### config.mk
export PLATFORM = sky130hd
export DESIGN_NAME = ultrasonic_echo_ranger_flat
export DESIGN_NICKNAME = d
export VERILOG_FILES = /design/src/rtl/core/uer_pkg.sv /design/src/rtl/core/uer_in_if.sv /design/src/rtl/core/uer_out_if.sv /design/src/rtl/core/ultrasonic_echo_ranger.sv /design/src/flat_wrapper.sv
export SDC_FILE = /design/constraint.sdc
export NUM_CORES = 1
export LEC_CHECK = 0
export ABC_AREA = 1
export BUFFER_PORTS_ARGS = -buffer_cell sky130_fd_sc_hd__buf_2
export CAP_MARGIN = 20
export CORE_MARGIN = 3
export CORE_UTILIZATION = 65
export CTS_CLUSTER_DIAMETER = 80
export DETAILED_ROUTE_END_ITERATION = 10
export PLACE_DENSITY = 0.86
export SETUP_SLACK_MARGIN = 0.1
export SYNTH_ARGS = -nofsm -noshare
export SYNTH_HDL_FRONTEND = slang
export SYNTH_SLANG_ARGS = --single-unit
### constraint.sdc
create_clock -name clk -period 23.6 [get_ports clk]
set_input_delay 2.36 -clock clk [delete_from_list [all_inputs] [get_ports clk]]
set_output_delay 2.36 -clock clk [all_outputs]
set_load 0.05 [all_outputs]
### src/rtl/core/uer_pkg.sv
package uer_pkg;

    localparam int TIME_BITS = 16;
    localparam int COUNT_BITS = 10;
    localparam int DIST_BITS = 11;
    localparam int CFG_IDX_BITS = 3;
    localparam int CFG_DATA_BITS = 16;

    localparam logic [TIME_BITS-1:0] TIME_MAX = {TIME_BITS{1'b1}};
    localparam logic [DIST_BITS-1:0] DIST_MAX = {DIST_BITS{1'b1}};

    // len / 58 == (len >> 1) / 29, done as a multiply by a rounded-up reciprocal
    localparam longint unsigned HALF_DIVISOR = 29;
    localparam int RECIP_SHIFT = TIME_BITS + 5;
    localparam longint unsigned RECIP_MULT =
        ((64'd1 << RECIP_SHIFT) + HALF_DIVISOR - 1) / HALF_DIVISOR;
    localparam int RECIP_BITS = $clog2(RECIP_MULT + 1);
    localparam int PROD_BITS = TIME_BITS - 1 + RECIP_BITS;

    localparam logic [CFG_IDX_BITS-1:0] CFG_TRIG_LOW      = 3'd0;
    localparam logic [CFG_IDX_BITS-1:0] CFG_TRIG_HIGH     = 3'd1;
    localparam logic [CFG_IDX_BITS-1:0] CFG_SETTLE        = 3'd2;
    localparam logic [CFG_IDX_BITS-1:0] CFG_RISE_TIMEOUT  = 3'd3;
    localparam logic [CFG_IDX_BITS-1:0] CFG_TOTAL_TIMEOUT = 3'd4;

    localparam logic [7:0]  TRIG_LOW_RESET      = 8'd5;
    localparam logic [7:0]  TRIG_HIGH_RESET     = 8'd10;
    localparam logic [9:0]  SETTLE_RESET        = 10'd200;
    localparam logic [15:0] RISE_TIMEOUT_RESET  = 16'd1000;
    localparam logic [15:0] TOTAL_TIMEOUT_RESET = 16'd2000;

    typedef enum logic [2:0] {
        PH_IDLE   = 3'd0,
        PH_TLOW   = 3'd1,
        PH_THIGH  = 3'd2,
        PH_SETTLE = 3'd3,
        PH_RISE   = 3'd4,
        PH_FALL   = 3'd5
    } phase_t;

    typedef struct packed {
        logic start_req;
        logic echo;
    } uer_in_beat_t;

    typedef struct packed {
        logic                 trig;
        logic                 busy_res;
        logic                 done_res;
        logic                 timed_out;
        logic [DIST_BITS-1:0] distance_cm;
    } uer_out_beat_t;

endpackage

### src/rtl/core/uer_in_if.sv
interface uer_in_if import uer_pkg::*; ();

    logic         valid;
    logic         ready;
    uer_in_beat_t payload;

    modport source (output valid, output payload, input ready);
    modport sink (input valid, input payload, output ready);

endinterface

### src/rtl/core/uer_out_if.sv
interface uer_out_if import uer_pkg::*; ();

    logic          valid;
    logic          ready;
    uer_out_beat_t payload;

    modport source (output valid, output payload, input ready);
    modport sink (input valid, input payload, output ready);

endinterface

### src/rtl/core/ultrasonic_echo_ranger.sv
// channel   dir  beat                                             accepted when
// tick      in   start_req, echo (one beat per microsecond)       tick.valid & tick.ready
// result    out  trig, busy_res, done_res, timed_out, distance_cm result.valid & result.ready
// cfg       in   cfg_index 3b, cfg_data 16b                       cfg_we
//
// One tick beat per clock while tick.ready is high; its result beat is out the next cycle.
// Throughput is set by the single result register: tick.ready drops only while
// that register is full and result.ready is low.
// Distance is one 15x17 reciprocal multiply in the same cycle as the state update.
// rst_n clears phase, counters, held result and restores register defaults.
module ultrasonic_echo_ranger import uer_pkg::*; (
    input  logic                     clk,
    input  logic                     rst_n,
    uer_in_if.sink                   tick,
    uer_out_if.source                result,
    input  logic                     cfg_we,
    input  logic [CFG_IDX_BITS-1:0]  cfg_index,
    input  logic [CFG_DATA_BITS-1:0] cfg_data
);

    logic [7:0]           trig_low_reg;
    logic [7:0]           trig_high_reg;
    logic [9:0]           settle_reg;
    logic [15:0]          rise_timeout_reg;
    logic [15:0]          total_timeout_reg;

    phase_t               phase_reg, phase_next;
    logic [COUNT_BITS-1:0] count_reg, count_next;
    logic [TIME_BITS-1:0] elapsed_reg, elapsed_next;
    logic [TIME_BITS-1:0] rise_time_reg, rise_time_next;
    logic [DIST_BITS-1:0] held_dist_reg, held_dist_next;
    logic                 held_to_reg, held_to_next;

    logic                 out_valid_reg;
    uer_out_beat_t        out_reg;
    uer_out_beat_t        beat_next;

    logic                 accept;
    phase_t               eff_phase;
    phase_t               after_phase;
    logic [COUNT_BITS-1:0] eff_count;
    logic [COUNT_BITS:0]  count_inc;
    logic [COUNT_BITS:0]  phase_len;
    logic [TIME_BITS-1:0] eff_elapsed;
    logic [TIME_BITS-1:0] elapsed_inc;
    logic [TIME_BITS-1:0] pulse_len;
    logic [PROD_BITS-1:0] product;
    logic [PROD_BITS-1:0] quotient;
    logic [DIST_BITS-1:0] distance;
    logic                 trig;
    logic                 done;

    function automatic phase_t skip_empty(phase_t p, logic low_z, logic high_z,
                                          logic settle_z);
        phase_t r;
        r = PH_RISE;
        unique case (p)
            PH_TLOW:
            begin
                if (!low_z)
                    r = PH_TLOW;
                else if (!high_z)
                    r = PH_THIGH;
                else if (!settle_z)
                    r = PH_SETTLE;
            end
            PH_THIGH:
            begin
                if (!high_z)
                    r = PH_THIGH;
                else if (!settle_z)
                    r = PH_SETTLE;
            end
            PH_SETTLE:
            begin
                if (!settle_z)
                    r = PH_SETTLE;
            end
            default:
            begin
                r = PH_RISE;
            end
        endcase
        return r;
    endfunction

    assign accept      = tick.valid && tick.ready;
    assign tick.ready  = !out_valid_reg || result.ready;
    assign result.valid   = out_valid_reg;
    assign result.payload = out_reg;

    always_comb
    begin
        if (phase_reg == PH_IDLE && tick.payload.start_req)
        begin
            eff_phase = skip_empty(PH_TLOW, trig_low_reg == '0, trig_high_reg == '0,
                                   settle_reg == '0);
            eff_count = '0;
            eff_elapsed = (eff_phase == PH_RISE) ? '0 : elapsed_reg;
        end
        else
        begin
            eff_phase = phase_reg;
            eff_count = count_reg;
            eff_elapsed = elapsed_reg;
        end
    end

    always_comb
    begin
        unique case (eff_phase)
            PH_TLOW:
            begin
                phase_len = {3'b000, trig_low_reg};
                after_phase = skip_empty(PH_THIGH, 1'b0, trig_high_reg == '0,
                                         settle_reg == '0);
            end
            PH_THIGH:
            begin
                phase_len = {3'b000, trig_high_reg};
                after_phase = skip_empty(PH_SETTLE, 1'b0, 1'b0, settle_reg == '0);
            end
            PH_SETTLE:
            begin
                phase_len = {1'b0, settle_reg};
                after_phase = PH_RISE;
            end
            default:
            begin
                phase_len = '0;
                after_phase = PH_RISE;
            end
        endcase
    end

    assign count_inc   = {1'b0, eff_count} + 1'b1;
    assign elapsed_inc = (eff_elapsed == TIME_MAX) ? eff_elapsed : eff_elapsed + 1'b1;
    assign pulse_len   = eff_elapsed - rise_time_reg;
    assign product     = PROD_BITS'(pulse_len[TIME_BITS-1:1])
                         * PROD_BITS'(RECIP_MULT);
    assign quotient    = product >> RECIP_SHIFT;
    assign distance    = (quotient > PROD_BITS'(DIST_MAX)) ? DIST_MAX
                                                           : quotient[DIST_BITS-1:0];

    always_comb
    begin
        phase_next     = eff_phase;
        count_next     = eff_count;
        elapsed_next   = eff_elapsed;
        rise_time_next = rise_time_reg;
        held_dist_next = held_dist_reg;
        held_to_next   = held_to_reg;
        trig           = 1'b0;
        done           = 1'b0;
        unique case (eff_phase)
            PH_IDLE:
            begin
                phase_next = PH_IDLE;
            end
            PH_TLOW, PH_THIGH, PH_SETTLE:
            begin
                trig = (eff_phase == PH_THIGH);
                if (count_inc >= phase_len)
                begin
                    phase_next = after_phase;
                    count_next = '0;
                    if (after_phase == PH_RISE)
                        elapsed_next = '0;
                end
                else
                begin
                    count_next = count_inc[COUNT_BITS-1:0];
                end
            end
            PH_RISE:
            begin
                if (tick.payload.echo)
                begin
                    rise_time_next = eff_elapsed;
                    phase_next = PH_FALL;
                    elapsed_next = elapsed_inc;
                end
                else if (eff_elapsed > TIME_BITS'(rise_timeout_reg)
                         || eff_elapsed == TIME_MAX)
                begin
                    held_to_next = 1'b1;
                    held_dist_next = '0;
                    phase_next = PH_IDLE;
                    count_next = '0;
                    done = 1'b1;
                end
                else
                begin
                    elapsed_next = elapsed_inc;
                end
            end
            PH_FALL:
            begin
                if (!tick.payload.echo)
                begin
                    held_to_next = 1'b0;
                    held_dist_next = distance;
                    phase_next = PH_IDLE;
                    count_next = '0;
                    done = 1'b1;
                end
                else if (eff_elapsed > TIME_BITS'(total_timeout_reg)
                         || eff_elapsed == TIME_MAX)
                begin
                    held_to_next = 1'b1;
                    held_dist_next = '0;
                    phase_next = PH_IDLE;
                    count_next = '0;
                    done = 1'b1;
                end
                else
                begin
                    elapsed_next = elapsed_inc;
                end
            end
            default:
            begin
                phase_next = PH_IDLE;
            end
        endcase
    end

    always_comb
    begin
        beat_next.trig        = trig;
        beat_next.busy_res    = (phase_next != PH_IDLE);
        beat_next.done_res    = done;
        beat_next.timed_out   = held_to_next;
        beat_next.distance_cm = held_dist_next;
    end

    always_ff @(posedge clk or negedge rst_n)
    begin
        if (!rst_n)
        begin
            trig_low_reg      <= TRIG_LOW_RESET;
            trig_high_reg     <= TRIG_HIGH_RESET;
            settle_reg        <= SETTLE_RESET;
            rise_timeout_reg  <= RISE_TIMEOUT_RESET;
            total_timeout_reg <= TOTAL_TIMEOUT_RESET;
        end
        else if (cfg_we)
        begin
            unique case (cfg_index)
                CFG_TRIG_LOW:      trig_low_reg      <= cfg_data[7:0];
                CFG_TRIG_HIGH:     trig_high_reg     <= cfg_data[7:0];
                CFG_SETTLE:        settle_reg        <= cfg_data[9:0];
                CFG_RISE_TIMEOUT:  rise_timeout_reg  <= cfg_data[15:0];
                CFG_TOTAL_TIMEOUT: total_timeout_reg <= cfg_data[15:0];
                default:
                begin
                    trig_low_reg <= trig_low_reg;
                end
            endcase
        end
    end

    always_ff @(posedge clk or negedge rst_n)
    begin
        if (!rst_n)
        begin
            phase_reg     <= PH_IDLE;
            count_reg     <= '0;
            elapsed_reg   <= '0;
            rise_time_reg <= '0;
            held_dist_reg <= '0;
            held_to_reg   <= 1'b0;
        end
        else if (accept)
        begin
            phase_reg     <= phase_next;
            count_reg     <= count_next;
            elapsed_reg   <= elapsed_next;
            rise_time_reg <= rise_time_next;
            held_dist_reg <= held_dist_next;
            held_to_reg   <= held_to_next;
        end
    end

    always_ff @(posedge clk or negedge rst_n)
    begin
        if (!rst_n)
        begin
            out_valid_reg <= 1'b0;
        end
        else if (accept)
        begin
            out_valid_reg <= 1'b1;
        end
        else if (result.ready)
        begin
            out_valid_reg <= 1'b0;
        end
    end

    // hold the beat until taken
    always_ff @(posedge clk)
    begin
        if (accept)
            out_reg <= beat_next;
    end

    a_done_not_busy: assert property (@(posedge clk) disable iff (!rst_n)
        out_valid_reg && out_reg.done_res |-> !out_reg.busy_res)
        else $error("done beat reports busy");

    a_trig_busy: assert property (@(posedge clk) disable iff (!rst_n)
        out_valid_reg && out_reg.trig |-> out_reg.busy_res)
        else $error("trigger high outside a measurement");

    a_timeout_zero: assert property (@(posedge clk) disable iff (!rst_n)
        out_valid_reg && out_reg.timed_out |-> out_reg.distance_cm == '0)
        else $error("timeout with nonzero distance");

    a_fall_elapsed: assert property (@(posedge clk) disable iff (!rst_n)
        phase_reg == PH_FALL |-> elapsed_reg != '0)
        else $error("pulse timing without elapsed advance");

endmodule

### src/flat_wrapper.sv
// flat-port wrapper written by rule: the top's interface ports become plain ports
module ultrasonic_echo_ranger_flat import uer_pkg::*;
  (clk, rst_n, cfg_we, cfg_index, cfg_data, tick_valid, tick_payload, tick_ready, result_valid, result_payload, result_ready);
  uer_in_if tick_i ();
  uer_out_if result_i ();
  input  logic clk;
  input  logic rst_n;
  input  logic cfg_we;
  input  logic [CFG_IDX_BITS-1:0] cfg_index;
  input  logic [CFG_DATA_BITS-1:0] cfg_data;
  input wire logic [$bits(tick_i.valid)-1:0] tick_valid;
  input wire logic [$bits(tick_i.payload)-1:0] tick_payload;
  output wire logic [$bits(tick_i.ready)-1:0] tick_ready;
  output wire logic [$bits(result_i.valid)-1:0] result_valid;
  output wire logic [$bits(result_i.payload)-1:0] result_payload;
  input wire logic [$bits(result_i.ready)-1:0] result_ready;
  assign tick_i.valid = tick_valid;
  assign tick_i.payload = tick_payload;
  assign tick_ready = tick_i.ready;
  assign result_valid = result_i.valid;
  assign result_payload = result_i.payload;
  assign result_i.ready = result_ready;
  ultrasonic_echo_ranger u_core (.clk(clk), .rst_n(rst_n), .tick(tick_i), .result(result_i), .cfg_we(cfg_we), .cfg_index(cfg_index), .cfg_data(cfg_data));
endmodule
==> flow_summary_export.csv, run 1 <==
group,metric,value,unit
worst_setup_path,cp-end-kind,"flop",
clocking,cts_tree,"yes",
layout,utilization,72.7,%
global_routing,antenna_found_initial,0,
floorplan,io_pins,43,
route,via_count,11169,
min_path,hold_path_depth,2,
layout,drive_above_1_share,8.56,%
clocking,path_clk_slew,60,ps
layout,final_design_area_no_fill,13900,sq um
timing,report.final.setup_viol,0,
layout,final_cell_count_no_fill,1965,
timing,tns,0,ps
logic_synthesis,synthCells,1654,
route,vias_per_cell,5.68,
logic_synthesis,syn_avg_cell_area,7.76,sq um
route,routed_wl,31400,microns
worst_setup_path,regToRegEndpoint,"u_core.held_dist_reg[6]",
flow_run,maxCapViolations,0,
route,wire_per_inst,16.0,microns
worst_setup_path,timing.critical_path.mode_cell,"inv_1",
global_routing,grt_first_pass_wirelength,53300,microns
floorplan,placementRows,50,
global_routing,first_global_vias,11226,
timing,worst_pin_slew,1020,ps
timing,period_share,44.4,%
floorplan,die_w,147,microns
timing,slew_viol_final,0,
floorplan,core_area,19100,sq um
min_path,worstHoldStart,"u_core.rise_time_reg[11]",
worst_setup_path,start_kind,"input pin",
worst_setup_path,r2r_setup_slack,14670,ps
worst_setup_path,regToRegStartpoint,"u_core.trig_low_reg[6]",
logic_synthesis,synth-edff-count,15,
clocking,cts_resized,0,
clocking,hold_buffers,0,
worst_setup_path,critPathSlowestCell,"fa_1",
worst_setup_path,crit_fanout,25,
global_routing,grt_overflow,0,
logic_synthesis,syn_nets,1922,
place,detailed_place_hpwl,24500,microns
logic_synthesis,ys_seq_area_share,26.3,%
clocking,cts.sinks,131,
logic_synthesis,ys_types,52,
layout,fin_nets,1960,
timing,rsz0062_at_grt,"no",
logic_synthesis,yosys_warnings,0,
global_routing,grt_max_degree,69,
logic_synthesis,netlist_area,12800,sq um
logic_synthesis,synth_ff_type,"dfrtp_1",
worst_setup_path,reg2reg_depth,40,
global_routing,grt.total_usage,30.3,%
floorplan,die-area,21500,sq um
place,placed_area,13300,sq um
layout,layout.area.seq,3380,sq um
worst_setup_path,crit_type,"input pin to flop",
worst_setup_path,cp.required,23870,ps
layout,area_delta_synth_final,8.06,%
route,drtPass1Iterations,6,
place,io_buffer_count,42,
timing,relSlewSlack,31.6,%
floorplan,die_h,147,microns
route,drt.antenna.violating_nets,0,
worst_setup_path,arrival,10750,ps
layout,multi_input_area,8050,sq um
place,place_inst,1931,
clocking,h-tree-depth,4,
clocking,cts_root_buf,"clkbuf_16",
logic_synthesis,async_flop_share,88.5,%
timing,layout_min_cycle_time,10470,ps
clocking,clockBufferDepth,2,
min_path,hold_class,"flop to flop",
status,status,"finished clean",
worst_setup_path,crit_path_max_incr_delay,550,ps
min_path,hold_end,"u_core.rise_time_reg[11]",
clocking,numCtsBuffers,17,
place,place.gp.congestion,0.963,
route,drt_iter0_drc,996,
floorplan,start_util,67.3,%
layout,nFillCells,1460,
timing,max_freq,95.5,MHz
clocking,worstSkewPairLatency,430,ps
logic_synthesis,synth_seq_cells,131,
layout,diodes,0,
timing,finClkSkew,13.6,ps
timing,hold_viol,0,
clocking,postCtsSetupBuffers,0,
route,drc,0,
area by class of cell:
type	count	share of cell area, %
tap	260	2.35
clock inverter	12	0.767
inverter	341	9.23
multi-input combinational	1154	58.0
timing repair buffer	47	1.91
sequential	131	24.3
clock buffer	20	3.37
layout by cell type, fill, tap and decap left out, drive strengths merged, types with 2 or more instances in the layout:
master / n
ha: 167
xnor2: 5
a21boi: 2
nor4: 3
a21o: 3
nor2: 139
inv: 349
fa: 75
nand4: 17
a22oi: 5
buf: 47
clkinv: 4
o211ai: 5
nand2: 346
a21oi: 95
nand3: 73
and2: 2
o31ai: 4
a22o: 3
nor3: 19
xor2: 21
a221oi: 5
o21ai: 145
dfrtp: 97
o21bai: 2
clkbuf: 20
o21a: 7
dfstp: 19
edfxtp: 15
o22ai: 3
nand3b: 4
layer usage:
metal	wire [microns]	up-vias	global-route usage (%)
met2	15700	425	53.1
met5	0	-	0
met4	1220	0	12.6
li1	-	5362	-
met3	1710	100	4.13
met1	12800	5282	37.8
worst max-delay path: cells and delay by family:
| kind | cells | cell delay [ps] |
|---|---|---|
| AO/OA/AOI/OAI | 13 | 2090 |
| adder cells (fa/ha/maj) | 8 | 3570 |
| buffers and inverters | 8 | 590 |
| AND/OR/NAND/NOR | 12 | 1600 |
| XOR/XNOR | 1 | 480 |
worst max path at each step:
stage	startpoint	to	slack (ps)
after global placement	tick_payload[1]	u_core.held_dist_reg[6]	13110
after global routing	tick_payload[1]	u_core.held_dist_reg[6]	12510
after detailed placement	tick_payload[1]	u_core.held_dist_reg[6]	12840
after CTS	tick_payload[1]	u_core.held_dist_reg[6]	13260
after floorplan	tick_payload[1]	u_core.result.payload[6]	13690
final	tick_payload[1]	u_core.held_dist_reg[6]	13130
logic make-up (layout without fill, tap and decap cells):
kind of cell / Yosys count / count (layout) / share of synthesized area (%)
simple gates: 603 / 603 / 20.6
buf+inv: 369 / 420 / 11.0
compound gates: 283 / 283 / 12.3
fa+ha+maj: 242 / 242 / 28.0
flops: 131 / 131 / 26.3
xor+xnor: 26 / 26 / 1.83
stage by stage:
stage | setup WS [ps] | hold WS [ps]
3_3_place_gp | 13110 | 465
5_1_grt | 12510 | 513
3_5_place_dp | 12840 | 473
2_1_floorplan | 13690 | 449
4_1_cts | 13260 | 488
6_report | 13130 | 481
synth_stat cells, types with 15 or more instances:
library cell	n	area share, %
ha_1	167	16
a21oi_1	94	3.7
inv_1	335	9.8
clkbuf_1	21	0.61
o21ai_0	130	5.1
dfstp_2	19	3.9
fa_1	75	12
edfxtp_1	15	3.5
nor3_1	19	0.74
xor2_1	20	1.4
nand2_1	333	9.7
nand4_1	15	0.73
dfrtp_1	97	19
nor2_1	129	3.8
nand3_1	68	2.7
Power of run 1 is left out: the tool's default activity adds up to more than one toggle a clock period on the data nets, which glitch-free logic cannot reach.
==> run 2: changes to the inputs <==
--- a/config.mk
+++ b/config.mk
@@ -5,14 +5,14 @@
 export SDC_FILE = /design/constraint.sdc
 export NUM_CORES = 1
 export LEC_CHECK = 0
-export ABC_AREA = 1
+export ABC_AREA = 0
 export BUFFER_PORTS_ARGS = -buffer_cell sky130_fd_sc_hd__buf_2
 export CAP_MARGIN = 20
 export CORE_MARGIN = 3
-export CORE_UTILIZATION = 65
+export CORE_UTILIZATION = 58
 export CTS_CLUSTER_DIAMETER = 80
 export DETAILED_ROUTE_END_ITERATION = 10
-export PLACE_DENSITY = 0.86
+export PLACE_DENSITY = 0.81
 export SETUP_SLACK_MARGIN = 0.1
 export SYNTH_ARGS = -nofsm -noshare
 export SYNTH_HDL_FRONTEND = slang
==> constraint.sdc (replaced) <==
create_clock -name clk -period 9.5 [get_ports clk]
set_input_delay 0.95 -clock clk [delete_from_list [all_inputs] [get_ports clk]]
set_output_delay 0.95 -clock clk [all_outputs]
set_load 0.05 [all_outputs]
==> flow_summary_export.csv, run 2 <==
group,metric,value,unit
worst_setup_path,crit_family,"adder cells",
floorplan,start_util,59.3,%
clocking,cts_root_buf,"clkbuf_16",
timing,finClkSkew,15.3,ps
logic_synthesis,synth_ff_type,"dfrtp_1",
timing,report.final.setup_viol,0,
floorplan,die-area,22600,sq um
route,via_count,9821,
timing,worst_pin_slew,1090,ps
layout,fin_nets,1626,
logic_synthesis,synth.top_cell.area_share,20.1,%
worst_setup_path,path_buf_inv,10,
clocking,worstSkewPairLatency,430,ps
timing,period_share,95.9,%
timing,tns,0,ps
route,wire_per_inst,18.1,microns
layout,final_common_cell,"inv_1",
clocking,h-tree-depth,4,
route,drt_iter0_drc,839,
floorplan,io_pins,43,
logic_synthesis,ys_seq_area_share,27.9,%
floorplan,die_w,150,microns
worst_setup_path,timing.critical_path.mode_cell,"fa_1",
route,drc,0,
clocking,numCtsBuffers,17,
layout,area_delta_synth_final,12.9,%
logic_synthesis,synth_compound_area_share,13.8,%
logic_synthesis,synth_common_cells,"217 x inv_1, 167 x ha_1, 108 x nand2_1",
clocking,cts.sinks,131,
global_routing,antenna_found_initial,1,
floorplan,die_h,150,microns
worst_setup_path,arrival,9440,ps
logic_synthesis,yosysTopAreaCell,"dfrtp_1",
layout,layout_common_cells,"217 x inv_1, 167 x ha_1, 108 x nand2_1, 97 x dfrtp_1, 75 x fa_1",
logic_synthesis,synth_simple_gate_area_share,13.2,%
floorplan,placementRows,52,
clocking,path_clk_slew,70,ps
timing,rsz0062_at_grt,"no",
global_routing,first_global_vias,9802,
logic_synthesis,synthMuxAreaShare,4.74,%
logic_synthesis,syn_avg_cell_area,9.52,sq um
worst_setup_path,crit_path_max_incr_delay,560,ps
logic_synthesis,synth_seq_cells,131,
logic_synthesis,syn_nets,1537,
status,status,"finished clean",
global_routing,grt_first_pass_wirelength,48300,microns
timing,slew_viol_final,0,
layout,drive_above_1_share,17.3,%
route,vias_per_cell,5.98,
worst_setup_path,cp-end-kind,"flop",
global_routing,grt.total_usage,26.8,%
worst_setup_path,cp.required,9830,ps
place,detailed_place_hpwl,22700,microns
logic_synthesis,netlist_area,12100,sq um
worst_setup_path,start_kind,"flop",
timing,layout_min_cycle_time,9110,ps
logic_synthesis,ys_types,78,
clocking,cts_tree,"yes",
place,io_buffer_count,42,
min_path,hold_class,"input pin to async pin",
logic_synthesis,synthMostInstantiatedCell,"inv_1",
clocking,clockBufferDepth,2,
logic_synthesis,synth.top_cells.by_area,"dfrtp_1 20%, ha_1 17%, fa_1 12%, inv_1 6.7%, mux2_2 4.7%",
worst_setup_path,crit_fanout,12,
logic_synthesis,synth_fa_ha_area_share,29.7,%
worst_setup_path,crit_type,"flop to flop",
layout,diodes,0,
global_routing,grt_overflow,0,
timing,hold_viol,0,
logic_synthesis,synthCells,1269,
route,drt.antenna.violating_nets,0,
place,place.gp.congestion,0.984,
flow_run,maxCapViolations,0,
timing,relSlewSlack,27.4,%
worst_setup_path,critPathSlowestCell,"fa_1",
floorplan,core_area,20400,sq um
logic_synthesis,yosys_warnings,0,
logic_synthesis,async_flop_share,88.5,%
logic_synthesis,synth_top_family_by_area,"adder cells",
layout,utilization,67.0,%
route,routed_wl,29700,microns
logic_synthesis,synth-edff-count,15,
global_routing,grt_max_degree,84,
timing,max_freq,110,MHz
route,drtPass1Iterations,7,
logic_synthesis,synth_xor_area_share,2.83,%
-- run 2: cell types whose count changed after synthesis, sizes merged, moves of 16 or more --
| cell | change |
|---|---|
| a21o | +16 |
| nand3 | -49 |
| a22o | +16 |
| mux2 | +50 |
| nand2 | -238 |
| nor2 | -90 |
| o21ai | -75 |
| inv | -123 |
| xnor2 | +22 |
| a21oi | -48 |
| and2 | +16 |
-- run 2: final timing paths --
kind	start	cells past startpoint	slack (ps)	endpoint
worst max-delay path	u_core.trig_low_reg[3]	39	390	u_core.held_dist_reg[8]
worst min-delay path	rst_n	1	460	u_core.result.valid
worst max register to register	u_core.trig_low_reg[3]	39	390	u_core.held_dist_reg[8]
worst min register to register	u_core.rise_time_reg[9]	2	480	u_core.rise_time_reg[9]
max in group asynchronous	rst_n	3	8030	u_core.total_timeout_reg[8]
min in group clk	u_core.rise_time_reg[9]	2	480	u_core.rise_time_reg[9]
-- run 2: layout make-up --
| type | count | area [sq um] |
|---|---|---|
| clock inverter | 14 | 144 |
| inverter | 218 | 818 |
| multi-input combinational | 892 | 7880 |
| fill | 1495 | 6730 |
| clock buffer | 18 | 429 |
| timing repair buffer | 98 | 651 |
| sequential | 131 | 3380 |
| tap | 270 | 338 |
-- run 2: routing by layer --
metal	global-route usage, %	share of wire, %	up-vias
met1	36.2	44	4746
met4	10.2	3.8	0
li1	-	-	4554
met3	4.55	6.3	99
met2	43.3	46	422
met5	0	0	-
-- run 2: stage by stage --
step                instance area (sq um)  cells  setup WS [ps]  hold slack [ps]
detailed placement                  12900   1606           -276              457
finish                              13600   1641            391              462
CTS                                 13500   1638            102              473
floorplan                           12100   1269            122              441
global placement                    12900   1605           56.3              453
global route                        13600   1641           39.0              488
-- run 2: repair_timing --
| item | 4_1_cts | 5_1_grt |
|---|---|---|
| hold buffers | 0 | 0 |
| pin swaps | 0 | 7 |
| endpoints found under the hold margin | 0 | 0 |
| setup buffers | 0 | 2 |
| gates resized for setup | 2 | 23 |
| endpoints found under the setup margin | 1 | 18 |
-- run 2: cells by family (layout without fill, tap and decap cells) --
logic type / count (synthesis) / count (layout)
buffers and inverters: 246 / 348
xor gates and xnor gates: 39 / 39
muxes: 51 / 51
adders and majority gates: 242 / 242
AOI/OAI and AO/OA: 246 / 246
and+or+nand+nor: 314 / 314
DFF: 131 / 131
Power of run 2 is left out for the same reason.
